$ cat src/design/vtr_pkg.sv
// Package for the virtual trackball rotation block.
// Holds the fixed-point constants, pipeline latencies, shared types and the arctangent table.
// No dependencies.
package vtr_pkg;

  localparam int FracBits    = 14;
  localparam int AngBits     = 30;
  localparam int CordicSteps = 30;
  localparam int PreBits     = 20;
  localparam int AngShift    = AngBits - FracBits;

  localparam int SqrtLat   = 32;
  localparam int DivLat    = 16;
  localparam int CordicLat = CordicSteps;

  localparam int FifoDepth = 4;
  localparam int FifoPtrW  = $clog2(FifoDepth);

  localparam logic [1:0]  RegRadius   = 2'd0;
  localparam logic [14:0] RadiusReset = 15'((4 << FracBits) / 5);

  localparam logic [33:0] PiQ30  = 34'd3373259426;
  localparam logic [15:0] PiFrac = 16'((PiQ30 + (34'd1 << (AngShift - 1))) >> AngShift);

  typedef struct packed {
    logic [15:0] x0;
    logic [15:0] y0;
    logic [15:0] x1;
    logic [15:0] y1;
    logic        sph0;
    logic        sph1;
    logic [31:0] arg0;
    logic [31:0] arg1;
  } fe_t;

  typedef struct packed {
    logic full;
    logic empty;
  } fifo_stat_t;

  function automatic logic [30:0] atan_entry(input int i);
    logic [30:0] v;
    case (i)
      0:       v = 31'd843314856;
      1:       v = 31'd497837829;
      2:       v = 31'd263043836;
      3:       v = 31'd133525158;
      4:       v = 31'd67021686;
      5:       v = 31'd33543515;
      6:       v = 31'd16775850;
      7:       v = 31'd8388437;
      8:       v = 31'd4194282;
      9:       v = 31'd2097149;
      default: v = 31'((64'd1 << (AngBits - i)) - 64'd1);
    endcase
    return v;
  endfunction

endpackage

$ cat src/design/vtr_fifo.sv
// Short queue between the front end and the arithmetic back end.
// Depends on vtr_pkg for the entry type and depth.
module vtr_fifo (
  input  logic                clk_i,
  input  logic                rst_ni,
  input  logic                push_i,
  input  vtr_pkg::fe_t        wdata_i,
  input  logic                pop_i,
  output vtr_pkg::fe_t        rdata_o,
  output vtr_pkg::fifo_stat_t stat_o
);
  import vtr_pkg::*;

  fe_t                 mem_q [FifoDepth];
  logic [FifoPtrW-1:0] wr_ptr_q, rd_ptr_q;
  logic [FifoPtrW:0]   cnt_q;

  assign stat_o.full  = cnt_q == (FifoPtrW + 1)'(FifoDepth);
  assign stat_o.empty = cnt_q == '0;
  assign rdata_o      = mem_q[rd_ptr_q];

  always_ff @(posedge clk_i or negedge rst_ni) begin
    if (!rst_ni) begin
      wr_ptr_q <= '0;
      rd_ptr_q <= '0;
      cnt_q    <= '0;
    end else begin
      if (push_i) begin
        wr_ptr_q <= wr_ptr_q + 1'b1;
      end
      if (pop_i) begin
        rd_ptr_q <= rd_ptr_q + 1'b1;
      end
      if (push_i && !pop_i) begin
        cnt_q <= cnt_q + 1'b1;
      end else if (pop_i && !push_i) begin
        cnt_q <= cnt_q - 1'b1;
      end
    end
  end

  always_ff @(posedge clk_i) begin
    if (push_i) begin
      mem_q[wr_ptr_q] <= wdata_i;
    end
  end

endmodule

$ cat config.mk
export PLATFORM = sky130hd
export DESIGN_NAME = vtr_fifo
export DESIGN_NICKNAME = d
export VERILOG_FILES = /design/src/design/vtr_pkg.sv /design/src/design/vtr_fifo.sv
export SDC_FILE = /design/constraint.sdc
export NUM_CORES = 1
export LEC_CHECK = 0
export ABC_CLOCK_PERIOD_IN_PS = 4300
export CAP_MARGIN = 20
export CORE_UTILIZATION = 45
export DETAILED_ROUTE_END_ITERATION = 7
export DONT_BUFFER_PORTS = 1
export MAX_ROUTING_LAYER = met4
export PLACE_DENSITY = 0.66
export SYNTH_ARGS = -nofsm -noshare
export SYNTH_HDL_FRONTEND = slang
export SYNTH_SLANG_ARGS = --single-unit
$ cat constraint.sdc
create_clock -name clk_i -period 4.3 [get_ports clk_i]
set_clock_uncertainty 0.1 [all_clocks]
set_input_delay 0.86 -clock clk_i [delete_from_list [all_inputs] [get_ports clk_i]]
set_output_delay 0.86 -clock clk_i [all_outputs]
set_load 0.01 [all_outputs]
==> impl_metrics.toml <==
[run_status]
outcome = "complete, no violations"

[finish]
drive_above_1_share = 0.286
final_common_cell = "edfxtp_1"
most-common-layout-cells = "520 x edfxtp_1, 130 x mux4_2, 57 x clkbuf_16"
antennaDiodeCount = 0
finalNetCount = 890
syn_to_final_growth_pct = 12.6
design_area_um2 = 21600

[logic_synthesis]
synth_compound_area_frac = 0.000261
synth.area.mux_share = 0.154
ys_seq_area_frac = 0.825
synth-xor-area-share = 0.00275
synth_fa_ha_area_frac = 0.00431
synth_area_um2 = 19100
syn_nets = 854
synth_top_family_by_area = "multiplexers"
synth_seq_cells = 527
syn_inst = 714
synth_area_per_cell_um2 = 26.8
synth_top_area_frac = 0.816
yosysWarningCount = 0
yosysUniqueCellTypes = 19
synth_simple_gate_area_frac = 0.00255
yosysTopAreaCell = "edfxtp_1"
yosys-top-cells-area = "edfxtp_1 82%, mux4_2 15%, dfrtp_1 0.92%, buf_6 0.59%, buf_2 0.39%"

[sta]
worst_pin_slew_ps = 956
worst_slack_ps = 995
fmax_ghz = 0.303
fin_crit_ps = 3300
hold_viol = 0
rsz0062_at_grt = "false"
relSlewSlack = 0.363
finalCritPeriodShare = 0.769
tns_ps = 0
setup_viol = 0
maxSlewViolCount = 0

[clock_tree]
cts_tree = "built"
cts_setup_buffers = 0
numCtsBuffers = 54
cts.clk_slew.worst_paths_ps = 60
cts_root_buf = "clkbuf_16"
ctsResizeCount = 0
htreeDepth = 2
clk_latency_ps = 570
holdBufCountCts = 1
clock_path_buffers = 3
cts_sinks = 527

[setup_path]
crit_path_max_incr_delay_ps = 810
start_kind = "register"
critPathMaxFanout = 73
slowest_stage = "dfrtp_4"
critPathArrivalTime_ps = 2340
path_cells = "buf_12 > mux4_2"
crit_family = "flip-flops"
path_buf_inv = 1
critical_path_class = "reg2out"
endpoint_kind = "output port"
cp.required_ps = 3340

[detailed_routing]
drt-met1-wl_mm = 12.9
wire_per_inst_um = 25.7
wl_met3_mm = 3.11
highest_layer = "met4"
wl_met2_mm = 17.6
via_per_inst = 5.60
drtPass1Iterations = 5
drt-initial-drc-count = 543
ant_nets = 0
vias = 7480
drc = 0
wirelength_mm = 34.3

[floorplan]
core_area_um2 = 41900
start_util = 0.456
io_pins = 266
dieArea_um2 = 43400
die_x_um = 208
dieHeight_um = 208
rows = 75

[global_route]
grt_use_total = 0.165
antenna_found_initial = 0
grt_pass1_wl_mm = 51.3
grt_max_degree = 131
grt-ovfl-total = 0
grt_pass1_vias = 8250

[flow_run]
max_cap_violations = 0

[place]
placed_cell_area_um2 = 19800
port_buffers = 0
place_hpwl_mm = 19.2
preCtsSetupSlack_ps = 1530
gp_congestion = 0.740

[power_and_ir_drop]
power_density_nw_per_um2 = 702
power_leakage_nw = 6.74
max-vdd-ir-drop_mv = 0.466

[hold_path]
hold_path_class = "in2reg"
## sequential cells by signal (all words and copies together) (netlist names)
signal    count
wr_ptr_q      2
cnt_q         3
mem_q       520
rd_ptr_q      2
## cell type report
class                   instances  area, µm²
clock buffers                  71       1490
flip-flops and latches        527      15800
well taps                     539        674
fillers                      3124      20400
multi-input cells             153       3140
repair buffers                 10        165
clock inverters                31        282
inverters                       4       15.0
## cells by family after synthesis
logic type | after synthesis
xor gates and xnor gates | 6
adders and majority gates | 6
muxes | 131
AOI/OAI and AO/OA | 1
buffers and inverters | 34
and+or+nand+nor | 9
DFF | 527
## report_power, final
| group | switching, mW | total, mW | internal [mW] |
|---|---|---|---|
| clock network | 1.86 | 4.55 | 2.69 |
| registers | 0.291 | 7.02 | 6.73 |
| logic | 2.12 | 3.57 | 1.45 |
| total | 4.27 | 15.1 | 10.9 |
## metrics by stage
stage / total power [mW] / util / hold slack, ps / std cells
6_report: 15.1 / 0.514 / 260 / 1335
5_1_grt: 15.8 / 0.514 / 222 / 1335
4_1_cts: 15.4 / 0.514 / 216 / 1335
3_5_place_dp: 10.8 / 0.472 / 403 / 1232
3_3_place_gp: 10.7 / 0.472 / 386 / 1232
2_1_floorplan: 9.94 / - / 356 / 714
## synthesized netlist by cell type
cell type and count:
nand2_1 2, nor2_1 1, xnor2_1 2, and2_1 4
inv_1 4, clkbuf_1 4, nor3b_1 1, edfxtp_1 520
mux4_2 130, mux2_2 1, ha_1 5, dfrtp_1 7
buf_6 10, o21ai_0 1, xor2_1 4, buf_2 15
nor3_1 1, buf_4 1, fa_1 1
## worst paths after layout
| check | end | cells after the start | slack [ps] | from |
|---|---|---|---|---|
| max | rdata_o[100] | 2 | 1000 | rd_ptr_q[1]$_DFFE_PN0P_ |
| min | mem_q[2][81]$_DFFE_PP_ | 0 | 260 | wdata_i[81] |
| max reg2reg | mem_q[0][4]$_DFFE_PP_ | 4 | 2170 | wr_ptr_q[0]$_DFFE_PN0P_ |
| min reg2reg | cnt_q[2]$_DFFE_PN0P_ | 1 | 400 | cnt_q[2]$_DFFE_PN0P_ |
| max in group asynchronous | rd_ptr_q[1]$_DFFE_PN0P_ | 1 | 3240 | rst_ni |
| min in group asynchronous | cnt_q[2]$_DFFE_PN0P_ | 1 | 540 | rst_ni |
## routing by layer
metal,global-route usage,up-vias
met5,-,-
met4,0.0572,0
met3,0.0587,52
met2,0.266,247
met1,0.192,4020
li1,-,3161
(Power assumes the default switching activity.)
