===== config.mk =====
export PLATFORM = sky130hd
export DESIGN_NAME = vtr_front
export DESIGN_NICKNAME = d
export VERILOG_FILES = /design/src/design/vtr_pkg.sv /design/src/design/vtr_front.sv
export SDC_FILE = /design/constraint.sdc
export NUM_CORES = 2
export LEC_CHECK = 0
export BUFFER_PORTS_ARGS = -buffer_cell sky130_fd_sc_hd__buf_2
export CORE_MARGIN = 1
export CORE_UTILIZATION = 30
export DETAILED_ROUTE_END_ITERATION = 7
export GPL_ROUTABILITY_DRIVEN = 1
export PLACE_DENSITY = 0.46
export SLEW_MARGIN = 20
export SYNTH_ARGS = -nofsm -noshare
export SYNTH_HDL_FRONTEND = slang
export SYNTH_SLANG_ARGS = --single-unit

===== constraint.sdc =====
create_clock -name clk_i -period 7.4 [get_ports clk_i]
set_clock_uncertainty 0.2 [all_clocks]
set_input_delay 0.37 -clock clk_i [delete_from_list [all_inputs] [get_ports clk_i]]
set_output_delay 0.37 -clock clk_i [all_outputs]
set_load 0.1 [all_outputs]

===== src/design/vtr_pkg.sv =====
// Package for the virtual trackball rotation block.
// Holds the fixed-point constants, pipeline latencies, shared types and the arctangent table.
// No dependencies.
package vtr_pkg;

  localparam int FracBits    = 14;
  localparam int AngBits     = 30;
  localparam int CordicSteps = 30;
  localparam int PreBits     = 20;
  localparam int AngShift    = AngBits - FracBits;

  localparam int SqrtLat   = 32;
  localparam int DivLat    = 16;
  localparam int CordicLat = CordicSteps;

  localparam int FifoDepth = 4;
  localparam int FifoPtrW  = $clog2(FifoDepth);

  localparam logic [1:0]  RegRadius   = 2'd0;
  localparam logic [14:0] RadiusReset = 15'((4 << FracBits) / 5);

  localparam logic [33:0] PiQ30  = 34'd3373259426;
  localparam logic [15:0] PiFrac = 16'((PiQ30 + (34'd1 << (AngShift - 1))) >> AngShift);

  typedef struct packed {
    logic [15:0] x0;
    logic [15:0] y0;
    logic [15:0] x1;
    logic [15:0] y1;
    logic        sph0;
    logic        sph1;
    logic [31:0] arg0;
    logic [31:0] arg1;
  } fe_t;

  typedef struct packed {
    logic full;
    logic empty;
  } fifo_stat_t;

  function automatic logic [30:0] atan_entry(input int i);
    logic [30:0] v;
    case (i)
      0:       v = 31'd843314856;
      1:       v = 31'd497837829;
      2:       v = 31'd263043836;
      3:       v = 31'd133525158;
      4:       v = 31'd67021686;
      5:       v = 31'd33543515;
      6:       v = 31'd16775850;
      7:       v = 31'd8388437;
      8:       v = 31'd4194282;
      9:       v = 31'd2097149;
      default: v = 31'((64'd1 << (AngBits - i)) - 64'd1);
    endcase
    return v;
  endfunction

endpackage


===== src/design/vtr_front.sv =====
// Front end: takes in point pairs, squares the coordinates and decides sphere or hyperbola.
// Depends on vtr_pkg for the queue entry and status types.
module vtr_front (
  input  logic                clk_i,
  input  logic                rst_ni,
  input  logic                s_axis_tvalid,
  output logic                s_axis_tready,
  input  logic [63:0]         s_axis_tdata,
  input  logic [29:0]         r2_i,
  input  vtr_pkg::fifo_stat_t stat_i,
  output logic                push_o,
  output vtr_pkg::fe_t        entry_o
);
  import vtr_pkg::*;

  logic               f1_valid_q;
  logic signed [15:0] x0_q, y0_q, x1_q, y1_q;
  logic [31:0]        sx0_q, sy0_q, sx1_q, sy1_q;
  logic [31:0]        d2_0, d2_1;
  logic               sph0, sph1;

  assign s_axis_tready = ~f1_valid_q | ~stat_i.full;
  assign push_o        = f1_valid_q & ~stat_i.full;

  always_ff @(posedge clk_i or negedge rst_ni) begin
    if (!rst_ni) begin
      f1_valid_q <= 1'b0;
    end else if (s_axis_tready) begin
      f1_valid_q <= s_axis_tvalid;
    end
  end

  always_ff @(posedge clk_i) begin
    if (s_axis_tready && s_axis_tvalid) begin
      x0_q  <= s_axis_tdata[15:0];
      y0_q  <= s_axis_tdata[31:16];
      x1_q  <= s_axis_tdata[47:32];
      y1_q  <= s_axis_tdata[63:48];
      sx0_q <= 32'($signed(s_axis_tdata[15:0])) * 32'($signed(s_axis_tdata[15:0]));
      sy0_q <= 32'($signed(s_axis_tdata[31:16])) * 32'($signed(s_axis_tdata[31:16]));
      sx1_q <= 32'($signed(s_axis_tdata[47:32])) * 32'($signed(s_axis_tdata[47:32]));
      sy1_q <= 32'($signed(s_axis_tdata[63:48])) * 32'($signed(s_axis_tdata[63:48]));
    end
  end

  always_comb begin
    d2_0 = sx0_q + sy0_q;
    d2_1 = sx1_q + sy1_q;
    sph0 = {d2_0, 1'b0} < 33'(r2_i);
    sph1 = {d2_1, 1'b0} < 33'(r2_i);
    entry_o.x0   = x0_q;
    entry_o.y0   = y0_q;
    entry_o.x1   = x1_q;
    entry_o.y1   = y1_q;
    entry_o.sph0 = sph0;
    entry_o.sph1 = sph1;
    entry_o.arg0 = sph0 ? 32'(r2_i) - d2_0 : d2_0;
    entry_o.arg1 = sph1 ? 32'(r2_i) - d2_1 : d2_1;
  end

endmodule


==> summary.md <==
| Metric | Value |
|---|---|
| Number of top-level design ports | `231` |
| Max FO, Critical Path | `6` |
| Headroom to the max-slew limit | `0.330` |
| Via count of the first global-routing pass | `38000` |
| DR vias/cell | `4.58` |
| Die span in y | `just over 400 µm` |
| Capture point of the worst path | `entry_o[40]` |
| Async set-or-reset flop fraction in the synthesized netlist | `0.00541` |
| Endpoint of the worst-slack reg-to-reg timing path | `sx1_q[29]$_DFFE_PP_` |
| Sink Count | `185` |
| Iteration-0 DRC count of the detailed router | `between 1500 and 2000` |
| Tot GR Track Use | `0.168` |
| Class of the most critical hold timing path | `in -> reg` |
| Top post-synthesis cells by count | `sky130_fd_sc_hd__inv_1, sky130_fd_sc_hd__fa_1, sky130_fd_sc_hd__ha_1` |
| Most heavily used metal layer in global routing | `met2` |
| Number of flops mapped to enable cells by yosys | `between 150 and 200` |
| Worst reg2reg path startpoint | `f1_valid_q$_DFFE_PN0N_` |
| Post-synthesis cell type count | `88` |
| Cells along the critical path | `ha_1 -> a211oi_1 -> o21a_1 -> o21ba_2 -> o21ai_4 -> a31o_2 -> a31oi_1 -> mux2i_1 -> or2_2 -> ha_1 -> nand4_1 -> nor2_1 -> o211ai_1 -> or3_1 -> a211o_1 -> o21ai_1 -> nor3_4 -> buf_4 -> buf_4 -> mux2i_1 -> clkbuf_4` |
| Critical path class | `reg -> out` |
| Avg Synthesized Cell Area | `between 9 and 10 µm²` |
| Rows | `148` |
| Pin count of the biggest net entering global routing | `85` |
| CTS tree | `built` |
| Number of cells produced by synthesis | `about 5200` |
| Half-perimeter wire length after detailed placement | `117000 µm` |
| Clock insertion delay at the later pin of the skew report | `550 ps` |
| Setup crit end kind | `primary output` |
| #FFs+latches synth | `185` |
| Reg clk slew, reported paths | `100 ps` |
| Number of buffers on the longest clock path | `2` |
| Timing-limited maximum frequency | `140 MHz` |
| Max incr delay on CP | `490 ps` |
| Drt total wl | `135000 µm` |
| Final-report max-slew violation count | `0` |
| Number of buffers added by the clock tree synthesis step | `17` |
| Deepest level of the CTS H-tree | `4` |
| Total of endpoints with negative setup slack in the final report | `0` |
| Post-synth net total | `6827` |
| Area growth from synthesis to final layout | `10.9%` |
| Horizontal extent of the die | `407 µm` |
| Post-synthesis cell type with the largest combined area | `sky130_fd_sc_hd__fa_1` |
| Met2 Use GR | `0.281` |
| Req. time, crit path | `6830 ps` |
| Placer congestion estimate | `0.898` |
| Most numerous cell in the Yosys netlist | `sky130_fd_sc_hd__inv_1` |
| Arrival time at the worst endpoint | `6570 ps` |
| Routing usage on met3 | `0.0294` |
| Average detailed-routed wire length per instance | `17.5 µm` |
| Share of the clock period used by the worst path | `0.965` |
| Fraction of met1 tracks used by global routing | `0.225` |
| Core ar. | `0.163 mm²` |
| Leading post-synthesis cells by cell area | `sky130_fd_sc_hd__fa_1, sky130_fd_sc_hd__ha_1, sky130_fd_sc_hd__edfxtp_1` |
| Share of layout cells above drive strength 1 | `0.0821` |
| Final-layout setup total negative slack | `0 ps` |
| Starting Density | `0.302` |
| Result of the run | `finished, final reports clean` |
| DIE AREA | `0.166 mm²` |
| Kind of cell adding the most delay to the critical path | `compound AO/OA/AOI/OAI gates` |
| Min Clock Period, post-route | `7140 ps` |
| Hold violation count in the final report | `0` |
| Worst r2r path cells | `3` |
| Warning count from the yosys run | `0` |
| Transition time at the pin with the least slew margin | `996 ps` |
| Sequential area share after synthesis | `0.113` |
| Library cell contributing the largest single delay on the critical path | `sky130_fd_sc_hd__mux2i_1` |
| Unrepaired setup endpoints after global routing | `no` |
| Primary FF master, synth | `sky130_fd_sc_hd__edfxtp_1` |
| Smallest hold slack | `about 43 ps` |
| Wire length of the first global-routing pass | `around 210000 µm` |
| Pre-Repair DR Iteration Count | `6` |
| Number of nets in the final layout | `7092` |
| Proportion of netlist area held by the largest area contributor | `0.383` |
| Path length in cells of the critical path | `21` |
| Global route overflow | `0` |
| Worst setup startpoint | `sx0_q[2]$_DFFE_PP_` |
| IO buf count | `229` |
| Buf+Inv Stages, Crit Path | `3` |
| Count of maximum capacitance violations | `0` |
| Initial antenna violation count | `16` |
| Kind of start point of the critical path | `flop` |
| Reg2Reg Setup Slack | `5120 ps` |
| Residual DRC count | `0` |
| Mapped cell area | `roughly 0.049 mm²` |
| Count of nets left with antenna violations after detail routing | `0` |
| Total vias in the final route | `35400` |
| Root buffer cell | `sky130_fd_sc_hd__clkbuf_16` |
## worst register-to-register path, delay by kind of cell (launching register included)
family | cells | cell delay, ps
AND/OR/NAND/NOR | 2 | 600
flip-flops | 1 | 380
buffers and inverters | 1 | 690
## kinds of logic (layout without fill, tap and decap cells)
logic type,after synthesis,after routing,synth area share
AO/OA/AOI/OAI,681,681,0.0925
adder cells (fa/ha/maj),1479,1479,0.519
multiplexers,40,40,0.00843
XOR/XNOR,265,265,0.0472
other,0,9,0
buffers and inverters,1526,1804,0.117
flip-flops,185,185,0.113
AND/OR/NAND/NOR,1073,1073,0.103
## flip-flops by register name (all words and copies together), names as in the netlist
name	cells
y1_q	16
x1_q	16
x0_q	16
sy0_q	30
f1_valid_q	1
sx0_q	30
sx1_q	30
sy1_q	30
y0_q	16
## layout by cell type, fill, tap and decap left out, drive strengths merged, types with 7 or more instances in the layout
| master | n |
|---|---|
| inv | 1408 |
| fa | 942 |
| ha | 537 |
| nand2 | 395 |
| buf | 341 |
| nor2 | 237 |
| a21oi | 204 |
| xnor2 | 188 |
| edfxtp | 184 |
| and2 | 159 |
| o21ai | 123 |
| a21o | 80 |
| xor2 | 77 |
| nor3 | 56 |
| nand3 | 47 |
| o21bai | 41 |
| nand2b | 37 |
| o21a | 36 |
| nor2b | 35 |
| mux2i | 34 |
| and3 | 26 |
| dlygate4sd3 | 26 |
| a31oi | 25 |
| a211oi | 24 |
| nand4 | 23 |
| a31o | 21 |
| clkbuf | 21 |
| or2 | 18 |
| o211ai | 16 |
| nor4 | 12 |
| o31ai | 11 |
| a211o | 11 |
| a2111oi | 11 |
| or3 | 10 |
| diode | 9 |
| o2111ai | 9 |
| a21boi | 9 |
| a221oi | 8 |
| clkinv | 7 |
## worst min-delay path by stage
stage / startpoint / endpoint / slack, ps / cells past startpoint
floorplan: rst_ni / f1_valid_q$_DFFE_PN0N_ / -130 / 0
CTS: s_axis_tdata[26] / y0_q[10]$_DFFE_PP_ / 6 / 1
global placement: rst_ni / f1_valid_q$_DFFE_PN0N_ / -50 / 1
finish: s_axis_tdata[35] / x1_q[3]$_DFFE_PP_ / 40 / 2
detailed placement: rst_ni / f1_valid_q$_DFFE_PN0N_ / -50 / 1
global route: s_axis_tdata[26] / y0_q[10]$_DFFE_PP_ / 30 / 1
## layer usage
metal	vias up	wire length [µm]
met4	2	2820
met2	571	64400
met5	-	13
met3	104	5870
li1	16800	-
met1	17900	61600
## cell type report
| cell class | count | area, µm² |
|---|---|---|
| clock buffers | 17 | 425 |
| flip-flops and latches | 185 | 5550 |
| diodes | 9 | 22.5 |
| multi-input cells | 3538 | 38000 |
| well taps | 2175 | 2720 |
| repair buffers | 371 | 2510 |
| inverters | 1401 | 5260 |
| clock inverters | 15 | 180 |
| fillers | 17100 | 108000 |
## stage by stage
stage          utilization  setup WS [ps]  std cells  cell area (µm²)
2_1_floorplan            -            656       5249            49300
3_3_place_gp         0.329            393       7638            53700
3_5_place_dp         0.329            369       7638            53700
4_1_cts              0.335            122       7701            54600
5_1_grt              0.335           9.32       7709            54600
6_report             0.335            261       7711            54600
## what timing repair did
item,CTS,global route
endpoints found under the setup margin,1,30
pin swaps,1,0
hold buffers,26,0
setup buffers,5,0
endpoints found under the hold margin,24,0
gates resized for setup,0,8
Power is left out: the tool's default activity adds up to more than one toggle a clock period on the data nets, which glitch-free logic cannot reach.
